==> config.mk <==
export PLATFORM = sky130hd
export DESIGN_NAME = tga_truecolor_stream_decoder_top
export DESIGN_NICKNAME = d
export VERILOG_FILES = /design/src/rtl/core/tgad_pkg.sv /design/src/rtl/core/tga_truecolor_stream_decoder_top.sv /design/src/rtl/core/tgad_front.sv /design/src/rtl/core/tgad_fifo.sv /design/src/rtl/core/tgad_back.sv
export SDC_FILE = /design/constraint.sdc
export NUM_CORES = 1
export LEC_CHECK = 0
export BUFFER_PORTS_ARGS = -buffer_cell sky130_fd_sc_hd__buf_2
export CAP_MARGIN = 20
export CORE_AREA = 2 2 208 210
export CTS_CLUSTER_SIZE = 24
export DETAILED_ROUTE_END_ITERATION = 10
export DIE_AREA = 0 0 210 212
export HOLD_SLACK_MARGIN = 0.02
export PLACE_DENSITY = 0.83
export SYNTH_ARGS = -nofsm -noshare
export SYNTH_HDL_FRONTEND = slang
export SYNTH_SLANG_ARGS = --single-unit
==> constraint.sdc <==
create_clock -name i_clk -period 7.7 [get_ports i_clk]
set_input_delay 1.155 -clock i_clk [delete_from_list [all_inputs] [get_ports i_clk]]
set_output_delay 1.155 -clock i_clk [all_outputs]
set_load 0.02 [all_outputs]
==> src/rtl/core/tgad_pkg.sv <==
// ----------------------------------------------------------------------------
// tgad_pkg
// Shared types, codes and header offsets of the TGA truecolor stream decoder.
// ----------------------------------------------------------------------------
`default_nettype none

package tgad_pkg;

    localparam int FIFO_DEPTH_DEF = 4;
    localparam int CFG_INDEX_W    = 8;
    localparam int SHIFT_W        = 5;
    localparam int OUT_DATA_W     = 72;

    localparam logic [4:0] POS_TYPE      = 5'd2;
    localparam logic [4:0] POS_WIDTH_LO  = 5'd12;
    localparam logic [4:0] POS_WIDTH_HI  = 5'd13;
    localparam logic [4:0] POS_HEIGHT_LO = 5'd14;
    localparam logic [4:0] POS_HEIGHT_HI = 5'd15;
    localparam logic [4:0] POS_DEPTH     = 5'd16;
    localparam logic [4:0] POS_PIXELS    = 5'd17;

    localparam logic [7:0] TYPE_TRUECOLOR = 8'd2;
    localparam logic [7:0] DEPTH_24       = 8'd24;
    localparam logic [7:0] DEPTH_32       = 8'd32;
    localparam logic [7:0] ALPHA_OPAQUE   = 8'hff;

    localparam logic [CFG_INDEX_W-1:0] CFG_ALPHA = 8'd0;
    localparam logic [CFG_INDEX_W-1:0] CFG_RED   = 8'd1;
    localparam logic [CFG_INDEX_W-1:0] CFG_GREEN = 8'd2;
    localparam logic [CFG_INDEX_W-1:0] CFG_BLUE  = 8'd3;

    localparam logic [SHIFT_W-1:0] ALPHA_SHIFT_RST = 5'd24;
    localparam logic [SHIFT_W-1:0] RED_SHIFT_RST   = 5'd16;
    localparam logic [SHIFT_W-1:0] GREEN_SHIFT_RST = 5'd8;
    localparam logic [SHIFT_W-1:0] BLUE_SHIFT_RST  = 5'd0;

    typedef enum logic [1:0] {PH_HEADER, PH_PIXELS, PH_DONE} t_phase;
    typedef enum logic [1:0] {KIND_HEADER, KIND_PIXEL, KIND_ERROR} t_kind;
    typedef enum logic [1:0] {ERR_NONE, ERR_TYPE, ERR_DEPTH, ERR_TRUNC} t_err;

    // data: pixel {a, r, g, b}; header {height, width}
    typedef struct packed {
        logic        has_main;
        t_kind       kind;
        logic [31:0] data;
        t_err        err;
        logic        last;
        logic        has_trunc;
    } t_entry;

    typedef struct packed {
        logic full;
        logic empty;
    } t_fifo_status;

endpackage

`default_nettype wire

==> src/rtl/core/tga_truecolor_stream_decoder_top.sv <==
// ----------------------------------------------------------------------------
// tga_truecolor_stream_decoder_top
// Byte-stream decoder for uncompressed 24/32-bit truecolor TGA images.
// Throughput: one byte per cycle while the request queue is not full; a byte
// that yields two results is queued once and expanded by the output side.
// Path: an accepted byte is written to the queue, then its result is loaded
// into the output register.
// Reset: synchronous active low; clears parser, queue pointers and output
// valid, loads default channel shifts.
// ----------------------------------------------------------------------------
`default_nettype none

module tga_truecolor_stream_decoder_top #(
    parameter int FIFO_DEPTH = tgad_pkg::FIFO_DEPTH_DEF
) (
    input  wire                              i_clk,
    input  wire                              i_rst_n,
    input  wire                              s_axis_tvalid,
    output logic                             s_axis_tready,
    input  wire  [7:0]                       s_axis_tdata,  // in_byte[7:0]
    input  wire                              s_axis_tlast,  // end_of_file
    output logic                             m_axis_tvalid,
    input  wire                              m_axis_tready,
    // pixel_word[31:0], image_width[47:32], image_height[63:48],
    // error_code[65:64], zero fill[71:66]
    output logic [tgad_pkg::OUT_DATA_W-1:0]  m_axis_tdata,
    output logic [1:0]                       m_axis_tuser,  // kind[1:0]
    output logic                             m_axis_tlast,  // last
    input  wire                              i_cfg_valid,
    output logic                             o_cfg_ready,
    input  wire  [tgad_pkg::CFG_INDEX_W-1:0] i_cfg_index,
    input  wire  [tgad_pkg::SHIFT_W-1:0]     i_cfg_data
);
    import tgad_pkg::*;

    t_entry       push_entry;
    t_entry       head_entry;
    t_fifo_status fifo_status;
    logic         push;
    logic         pop;
    t_kind        out_kind;
    t_err         out_err;
    logic [31:0]  out_word;
    logic [15:0]  out_width;
    logic [15:0]  out_height;

    tgad_front u_front (
        .i_clk         (i_clk),
        .i_rst_n       (i_rst_n),
        .i_valid       (s_axis_tvalid),
        .o_ready       (s_axis_tready),
        .i_byte        (s_axis_tdata),
        .i_eof         (s_axis_tlast),
        .i_fifo_status (fifo_status),
        .o_push        (push),
        .o_entry       (push_entry)
    );

    tgad_fifo #(
        .DEPTH (FIFO_DEPTH)
    ) u_fifo (
        .i_clk    (i_clk),
        .i_rst_n  (i_rst_n),
        .i_push   (push),
        .i_wdata  (push_entry),
        .i_pop    (pop),
        .o_rdata  (head_entry),
        .o_status (fifo_status)
    );

    tgad_back u_back (
        .i_clk         (i_clk),
        .i_rst_n       (i_rst_n),
        .i_cfg_valid   (i_cfg_valid),
        .i_cfg_index   (i_cfg_index),
        .i_cfg_data    (i_cfg_data),
        .i_head        (head_entry),
        .i_fifo_status (fifo_status),
        .o_pop         (pop),
        .o_valid       (m_axis_tvalid),
        .i_ready       (m_axis_tready),
        .o_kind        (out_kind),
        .o_pixel_word  (out_word),
        .o_width       (out_width),
        .o_height      (out_height),
        .o_error_code  (out_err),
        .o_last        (m_axis_tlast)
    );

    assign o_cfg_ready  = 1'b1;
    assign m_axis_tuser = out_kind;
    assign m_axis_tdata = {6'd0, out_err, out_height, out_width, out_word};

endmodule

`default_nettype wire

==> src/rtl/core/tgad_front.sv <==
// ----------------------------------------------------------------------------
// tgad_front
// Parses header bytes, gathers pixel bytes and queues result requests.
// ----------------------------------------------------------------------------
`default_nettype none

module tgad_front (
    input  wire             i_clk,
    input  wire             i_rst_n,
    input  wire             i_valid,
    output logic            o_ready,
    input  wire  [7:0]      i_byte,
    input  wire             i_eof,
    input  tgad_pkg::t_fifo_status i_fifo_status,
    output logic            o_push,
    output tgad_pkg::t_entry o_entry
);
    import tgad_pkg::*;

    t_phase      r_phase, n_phase;
    logic [4:0]  r_pos, n_pos;
    logic [15:0] r_width, n_width;
    logic [15:0] r_height, n_height;
    logic        r_is32, n_is32;
    logic [31:0] r_pixels_left, n_pixels_left;
    logic [1:0]  r_byte_idx, n_byte_idx;
    logic [23:0] r_gathered, n_gathered;

    logic        accept;
    logic        fail;
    logic        final_byte;
    logic [7:0]  alpha;
    t_entry      entry;

    assign o_ready = !i_fifo_status.full;
    assign accept  = i_valid && o_ready;

    always_ff @(posedge i_clk) begin
        if (!i_rst_n) begin
            r_phase       <= PH_HEADER;
            r_pos         <= '0;
            r_width       <= '0;
            r_height      <= '0;
            r_is32        <= 1'b0;
            r_pixels_left <= '0;
            r_byte_idx    <= '0;
            r_gathered    <= '0;
        end else begin
            r_phase       <= n_phase;
            r_pos         <= n_pos;
            r_width       <= n_width;
            r_height      <= n_height;
            r_is32        <= n_is32;
            r_pixels_left <= n_pixels_left;
            r_byte_idx    <= n_byte_idx;
            r_gathered    <= n_gathered;
        end
    end

    always_comb begin
        n_phase       = r_phase;
        n_pos         = r_pos;
        n_width       = r_width;
        n_height      = r_height;
        n_is32        = r_is32;
        n_pixels_left = r_pixels_left;
        n_byte_idx    = r_byte_idx;
        n_gathered    = r_gathered;
        fail          = 1'b0;
        final_byte    = 1'b0;
        alpha         = ALPHA_OPAQUE;
        entry         = '0;

        if (accept) begin
            unique case (r_phase)
                PH_HEADER: begin
                    if (r_pos == POS_TYPE && i_byte != TYPE_TRUECOLOR) begin
                        entry.has_main = 1'b1;
                        entry.kind     = KIND_ERROR;
                        entry.err      = ERR_TYPE;
                        entry.last     = 1'b1;
                        n_phase        = PH_DONE;
                        fail           = 1'b1;
                    end else if (r_pos == POS_WIDTH_LO) begin
                        n_width[7:0] = i_byte;
                    end else if (r_pos == POS_WIDTH_HI) begin
                        n_width[15:8] = i_byte;
                    end else if (r_pos == POS_HEIGHT_LO) begin
                        n_height[7:0] = i_byte;
                    end else if (r_pos == POS_HEIGHT_HI) begin
                        n_height[15:8] = i_byte;
                    end else if (r_pos == POS_DEPTH) begin
                        n_is32 = (i_byte == DEPTH_32);
                        if (i_byte != DEPTH_24 && i_byte != DEPTH_32) begin
                            entry.has_main = 1'b1;
                            entry.kind     = KIND_ERROR;
                            entry.err      = ERR_DEPTH;
                            entry.last     = 1'b1;
                            n_phase        = PH_DONE;
                            fail           = 1'b1;
                        end
                    end else if (r_pos >= POS_PIXELS) begin
                        n_pixels_left  = 32'(r_width) * 32'(r_height);
                        entry.has_main = 1'b1;
                        entry.kind     = KIND_HEADER;
                        entry.data     = {r_height, r_width};
                        entry.last     = (r_width == '0) || (r_height == '0);
                        n_phase        = entry.last ? PH_DONE : PH_PIXELS;
                        n_byte_idx     = '0;
                        n_gathered     = '0;
                        fail           = 1'b1;
                    end
                    if (!fail) begin
                        n_pos = r_pos + 5'd1;
                    end
                end
                PH_PIXELS: begin
                    case (r_byte_idx)
                        2'd0:    n_gathered[7:0]   = r_gathered[7:0]   | i_byte;
                        2'd1:    n_gathered[15:8]  = r_gathered[15:8]  | i_byte;
                        2'd2:    n_gathered[23:16] = r_gathered[23:16] | i_byte;
                        default: n_gathered        = r_gathered;
                    endcase
                    final_byte = r_is32 ? (r_byte_idx == 2'd3) : (r_byte_idx >= 2'd2);
                    if (final_byte) begin
                        alpha          = r_is32 ? i_byte : ALPHA_OPAQUE;
                        n_pixels_left  = r_pixels_left - 32'd1;
                        entry.has_main = 1'b1;
                        entry.kind     = KIND_PIXEL;
                        entry.data     = {alpha, n_gathered};
                        entry.last     = (r_pixels_left == 32'd1);
                        if (entry.last) begin
                            n_phase = PH_DONE;
                        end
                        n_byte_idx = '0;
                        n_gathered = '0;
                    end else begin
                        n_byte_idx = r_byte_idx + 2'd1;
                    end
                end
                PH_DONE: begin
                end
                default: begin
                end
            endcase

            if (i_eof) begin
                entry.has_trunc = (n_phase != PH_DONE);
                n_phase         = PH_HEADER;
                n_pos           = '0;
                n_width         = '0;
                n_height        = '0;
                n_is32          = 1'b0;
                n_pixels_left   = '0;
                n_byte_idx      = '0;
                n_gathered      = '0;
            end
        end
    end

    assign o_entry = entry;
    assign o_push  = entry.has_main || entry.has_trunc;

endmodule

`default_nettype wire

==> src/rtl/core/tgad_fifo.sv <==
// ----------------------------------------------------------------------------
// tgad_fifo
// Short request queue between the parser and the result formatter.
// ----------------------------------------------------------------------------
`default_nettype none

module tgad_fifo #(
    parameter int DEPTH = tgad_pkg::FIFO_DEPTH_DEF
) (
    input  wire              i_clk,
    input  wire              i_rst_n,
    input  wire              i_push,
    input  tgad_pkg::t_entry i_wdata,
    input  wire              i_pop,
    output tgad_pkg::t_entry o_rdata,
    output tgad_pkg::t_fifo_status o_status
);
    import tgad_pkg::*;

    localparam int PTR_W = (DEPTH > 1) ? $clog2(DEPTH) : 1;
    localparam int CNT_W = $clog2(DEPTH + 1);
    localparam logic [PTR_W-1:0] LAST_PTR = PTR_W'(DEPTH - 1);
    localparam logic [CNT_W-1:0] FULL_CNT = CNT_W'(DEPTH);

    t_entry           r_mem [DEPTH];
    logic [PTR_W-1:0] r_wr_ptr, n_wr_ptr;
    logic [PTR_W-1:0] r_rd_ptr, n_rd_ptr;
    logic [CNT_W-1:0] r_count, n_count;

    always_ff @(posedge i_clk) begin
        if (i_push) begin
            r_mem[r_wr_ptr] <= i_wdata;
        end
    end

    always_ff @(posedge i_clk) begin
        if (!i_rst_n) begin
            r_wr_ptr <= '0;
            r_rd_ptr <= '0;
            r_count  <= '0;
        end else begin
            r_wr_ptr <= n_wr_ptr;
            r_rd_ptr <= n_rd_ptr;
            r_count  <= n_count;
        end
    end

    always_comb begin
        n_wr_ptr = r_wr_ptr;
        n_rd_ptr = r_rd_ptr;
        n_count  = r_count;
        if (i_push) begin
            n_wr_ptr = (r_wr_ptr == LAST_PTR) ? '0 : r_wr_ptr + PTR_W'(1);
        end
        if (i_pop) begin
            n_rd_ptr = (r_rd_ptr == LAST_PTR) ? '0 : r_rd_ptr + PTR_W'(1);
        end
        case ({i_push, i_pop})
            2'b10:   n_count = r_count + CNT_W'(1);
            2'b01:   n_count = r_count - CNT_W'(1);
            default: n_count = r_count;
        endcase
    end

    assign o_rdata        = r_mem[r_rd_ptr];
    assign o_status.full  = (r_count == FULL_CNT);
    assign o_status.empty = (r_count == '0);

endmodule

`default_nettype wire

==> src/rtl/core/tgad_back.sv <==
// ----------------------------------------------------------------------------
// tgad_back
// Expands queued requests into results, packs pixel channels, holds config.
// ----------------------------------------------------------------------------
`default_nettype none

module tgad_back (
    input  wire                                 i_clk,
    input  wire                                 i_rst_n,
    input  wire                                 i_cfg_valid,
    input  wire  [tgad_pkg::CFG_INDEX_W-1:0]    i_cfg_index,
    input  wire  [tgad_pkg::SHIFT_W-1:0]        i_cfg_data,
    input  tgad_pkg::t_entry                    i_head,
    input  tgad_pkg::t_fifo_status              i_fifo_status,
    output logic                                o_pop,
    output logic                                o_valid,
    input  wire                                 i_ready,
    output tgad_pkg::t_kind                     o_kind,
    output logic [31:0]                         o_pixel_word,
    output logic [15:0]                         o_width,
    output logic [15:0]                         o_height,
    output tgad_pkg::t_err                      o_error_code,
    output logic                                o_last
);
    import tgad_pkg::*;

    logic [SHIFT_W-1:0] r_alpha_sh, r_red_sh, r_green_sh, r_blue_sh;

    logic        r_valid, n_valid;
    logic        r_sub, n_sub;
    t_kind       r_kind, n_kind;
    logic [31:0] r_word, n_word;
    logic [15:0] r_width, n_width;
    logic [15:0] r_height, n_height;
    t_err        r_err, n_err;
    logic        r_last, n_last;

    logic        load;
    logic        pick_trunc;

    function automatic logic [31:0] place(input logic [7:0] v, input logic [SHIFT_W-1:0] sh);
        place = {24'd0, v} << sh;
    endfunction

    always_ff @(posedge i_clk) begin
        if (!i_rst_n) begin
            r_alpha_sh <= ALPHA_SHIFT_RST;
            r_red_sh   <= RED_SHIFT_RST;
            r_green_sh <= GREEN_SHIFT_RST;
            r_blue_sh  <= BLUE_SHIFT_RST;
        end else if (i_cfg_valid) begin
            if (i_cfg_index == CFG_ALPHA) begin
                r_alpha_sh <= i_cfg_data;
            end
            if (i_cfg_index == CFG_RED) begin
                r_red_sh <= i_cfg_data;
            end
            if (i_cfg_index == CFG_GREEN) begin
                r_green_sh <= i_cfg_data;
            end
            if (i_cfg_index == CFG_BLUE) begin
                r_blue_sh <= i_cfg_data;
            end
        end
    end

    always_ff @(posedge i_clk) begin
        if (!i_rst_n) begin
            r_valid <= 1'b0;
            r_sub   <= 1'b0;
        end else begin
            r_valid <= n_valid;
            r_sub   <= n_sub;
        end
    end

    always_ff @(posedge i_clk) begin
        r_kind   <= n_kind;
        r_word   <= n_word;
        r_width  <= n_width;
        r_height <= n_height;
        r_err    <= n_err;
        r_last   <= n_last;
    end

    always_comb begin
        load       = (!r_valid || i_ready) && !i_fifo_status.empty;
        pick_trunc = r_sub || !i_head.has_main;
        o_pop      = load && (pick_trunc || !i_head.has_trunc);
        n_valid    = r_valid && !i_ready;
        n_sub      = r_sub;
        n_kind     = r_kind;
        n_word     = r_word;
        n_width    = r_width;
        n_height   = r_height;
        n_err      = r_err;
        n_last     = r_last;

        if (load) begin
            n_valid  = 1'b1;
            n_sub    = !pick_trunc && i_head.has_trunc;
            n_word   = '0;
            n_width  = '0;
            n_height = '0;
            if (pick_trunc) begin
                n_kind = KIND_ERROR;
                n_err  = ERR_TRUNC;
                n_last = 1'b1;
            end else begin
                n_kind = i_head.kind;
                n_err  = i_head.err;
                n_last = i_head.last;
                unique case (i_head.kind)
                    KIND_PIXEL: begin
                        n_word = place(i_head.data[31:24], r_alpha_sh)
                               | place(i_head.data[23:16], r_red_sh)
                               | place(i_head.data[15:8],  r_green_sh)
                               | place(i_head.data[7:0],   r_blue_sh);
                    end
                    KIND_HEADER: begin
                        n_width  = i_head.data[15:0];
                        n_height = i_head.data[31:16];
                    end
                    default: begin
                    end
                endcase
            end
        end
    end

    assign o_valid      = r_valid;
    assign o_kind       = r_kind;
    assign o_pixel_word = r_word;
    assign o_width      = r_width;
    assign o_height     = r_height;
    assign o_error_code = r_err;
    assign o_last       = r_last;

endmodule

`default_nettype wire

==> reports/qor.csv <==
stage,metric,value,unit
floorplanning,ioPinCount,105,
route,final_antenna_net_count,0,
timing,period_share,0.912,
timing,relSlewSlack,0.272,
route,avgRoutedWirePerCell,23.0,µm
logic_synthesis,synth_top_area_frac,0.257,
floorplanning,dieWidth,210,µm
clocking,ctsResizeCount,0,
clocking,cts_max_path_buffers,3,
timing,fin_crit,7020,ps
timing,rsz0062_at_grt,false,
layout,fill_cells,3245,
power,p_switching,2.16,mW
clocking,cts_sinks,354,
layout,post-route-util,0.668,
global_routing,first_global_vias,20800,
layout,drive_gt1_frac,0.107,
layout,nNetsFinal,3021,
global_routing,grt_pass1_wl,118,mm
global_routing,grt_remaining_overflow,0,
logic_synthesis,ys_async_sr_fraction,0,
global_routing,antenna_found_initial,0,
critical_path,worstPathArrival,7430,ps
power,power_frac_comb,0.292,
logic_synthesis,synth_seq_cells,354,
placed_design,portBuffers,97,
floorplanning,core_area,42500,µm²
placed_design,placed_cells,3180,
power,p_sw_frac,0.344,
power,vdd.ir_drop.worst,0.000219,V
floorplanning,die-area,44500,µm²
power,power_density,221,nW/µm²
layout,antenna_cells,0,
critical_path,rr_worst_depth,18,
timing,fin_worst_skew,31.6,ps
route,drt-initial-drc-count,1889,
placed_design,routabilityCongestion,0.970,
timing,finalSetupTns,0,ps
clocking,cts_hold_buffers,0,
timing,fmax,0.142,GHz
timing,finalMaxSlewViolations,0,
layout,area_growth,7.88,%
critical_path,end_kind,flop,
clocking,htree_num_levels,2,
power,p_int,4.12,mW
route,vias,20500,
route,dr.pass1.iters,5,
route,routed_via_density,6.29,
clocking,postCtsSetupRepairBufs,0,
hold_path,hold_path.class,flop to flop,
logic_synthesis,synthCells,2678,
logic_synthesis,synth_area_leaders,"edfxtp_1 (26%), fa_1 (15%), dfxtp_1 (9.8%), ha_1 (5.7%), and2_1 (3.8%)",
power,seq_power_share,0.393,
route,wl,75.0,mm
logic_synthesis,synth_edf_count,225,
logic_synthesis,synth.avg_cell_area,9.83,µm²
logic_synthesis,yosys-top-cells-count,"inv_1 (266), nand2_1 (266), edfxtp_1 (225), nor2_1 (217), fa_1 (195)",
power,power_frac_clock,0.316,
hold_path,hold_path_depth,2,
clocking,clock_latency,580,ps
layout,fin_cells,3255,
logic_synthesis,ys.flop_type,edfxtp_1,
timing,fin_hold_ws,473,ps
clocking,cts_buffers,39,
timing,setup_viol,0,
critical_path,worstSetupPathType,flop to flop,
clocking,cts_tree,done,
clocking,cts.clk_slew.worst_paths,60,ps
flow_run,max_cap_viol_count,0,
layout,multiInputGateArea,15300,µm²
logic_synthesis,yosysUniqueCellTypes,90,
floorplanning,start_util,0.619,
logic_synthesis,syn_area,26300,µm²
logic_synthesis,synth_top_area_cell,edfxtp_1,
placed_design,dp_hpwl,56.0,mm
global_routing,track_usage,0.345,
layout,regArea,9340,µm²
floorplanning,dieHeight,212,µm
floorplanning,rows,76,
logic_synthesis,ys_seq_area_frac,0.355,
route,drc,0,
global_routing,grt_max_degree,75,
logic_synthesis,yosys_warnings,0,
timing,worst_pin_slew,1090,ps
critical_path,cp.required,8110,ps
critical_path,worstSetupStartpointType,flop,
critical_path,crit_path_max_fanout,19,
power,power.leakage,11.9,nW
timing,final_hold_viol_count,0,
run_status,status,"finished, final reports clean",
clocking,clock_tree.root_cell,clkbuf_16,
==> critical path, stage by stage (launching register included) <==
cell and delay (ps):
dfxtp_1 840, nand2_1 200, fa_1 560, fa_1 470, fa_1 550, inv_1 60, fa_1 490, fa_1 490
inv_1 50, fa_1 490, inv_1 50, ha_1 330, o21ai_0 300, and2_0 340, a2111oi_0 100, a2111oi_0 920
o31ai_1 180, a222oi_1 300, o211ai_1 140
==> placed cells by master (no fill, tap or decap), drive strengths merged, types with 14 or more instances in the layout <==
master / Yosys / routed
o22ai: 19 / 19
a221oi: 14 / 14
nand2b: 24 / 24
ha: 121 / 121
a21o: 15 / 15
mux4: 42 / 42
dfxtp: 129 / 129
a31oi: 26 / 26
inv: 266 / 272
nor2: 217 / 217
xnor2: 16 / 16
o21ai: 93 / 93
xor2: 16 / 16
a22oi: 34 / 34
fa: 195 / 195
clkbuf: 144 / 48
nor3: 40 / 40
and2: 161 / 161
edfxtp: 225 / 225
mux2i: 86 / 86
mux2: 20 / 20
buf: 30 / 127
nor4: 24 / 24
nand3: 35 / 35
nand2: 267 / 267
a21oi: 172 / 172
nor2b: 71 / 71
==> sequential cells by signal, indices dropped and copies added (netlist names), 3 cells and up, named ones only <==
signal and flops:
u_back.o_pixel_word 32, u_front.r_height 16, u_front.r_width 16, u_front.r_pixels_left 32
u_back.o_height 16, u_back.r_red_sh 5, u_back.o_width 16, u_back.r_alpha_sh 5
u_front.r_gathered 24, u_back.r_blue_sh 5, u_back.r_green_sh 5, u_fifo.r_count 3
u_fifo.r_mem 156, u_front.r_pos 5
==> stage by stage <==
| step | instance area [µm²] | worst slack [ps] | total power, mW |
|---|---|---|---|
| 3_3_place_gp | 27000 | 1050 | 4.27 |
| 2_1_floorplan | 26400 | 753 | 3.74 |
| 6_report | 28400 | 677 | 6.27 |
| 3_5_place_dp | 27000 | 763 | 4.31 |
| 4_1_cts | 28400 | 755 | 6.28 |
| 5_1_grt | 28400 | 431 | 6.51 |
==> area by class of cell <==
type                       count  area share
multi-input combinational   1888       0.538
sequential                   354       0.329
clock buffer                  47      0.0383
inverter                     267      0.0353
timing repair buffer         128      0.0262
tap                          546      0.0240
clock inverter                25     0.00951
==> layer usage <==
layer,global-route usage,routed length (µm),up-vias,part of all wire
li1,-,-,9152,-
met1,0.425,28800,10200,0.38
met2,0.590,37100,910,0.49
met4,0.195,4430,0,0.059
met3,0.0470,4660,241,0.062
met5,0,0,-,0
==> path summary, 6_finish.rpt <==
| kind | from | to | slack [ps] |
|---|---|---|---|
| max reg2reg | u_front.r_height[1] | u_front.r_pixels_left[31] | 680 |
| min reg2reg | u_front.r_gathered[9] | u_front.r_gathered[9] | 470 |
| min | u_front.r_gathered[9] | u_front.r_gathered[9] | 470 |
| max | u_front.r_height[1] | u_front.r_pixels_left[31] | 680 |
==> cell families after synthesis <==
kind of cell | after synthesis | synth area share
simple gates | 912 | 0.170
fa+ha+maj | 316 | 0.206
other cells | 2 | 0.000285
flops | 354 | 0.355
mux | 148 | 0.0785
buf+inv | 441 | 0.0668
xor+xnor | 32 | 0.0106
compound gates | 473 | 0.113
==> power groups by stage <==
stage | Sequential, mW | Clock, mW | Combinational (mW)
floorplan | 2.75 | 0 | 0.995
detailed placement | 2.50 | 0 | 1.81
CTS | 2.46 | 2.00 | 1.82
global placement | 2.49 | 0 | 1.78
finish | 2.46 | 1.98 | 1.83
global route | 2.49 | 2.07 | 1.95
Note: power is estimated with default switching activity, not from simulation.
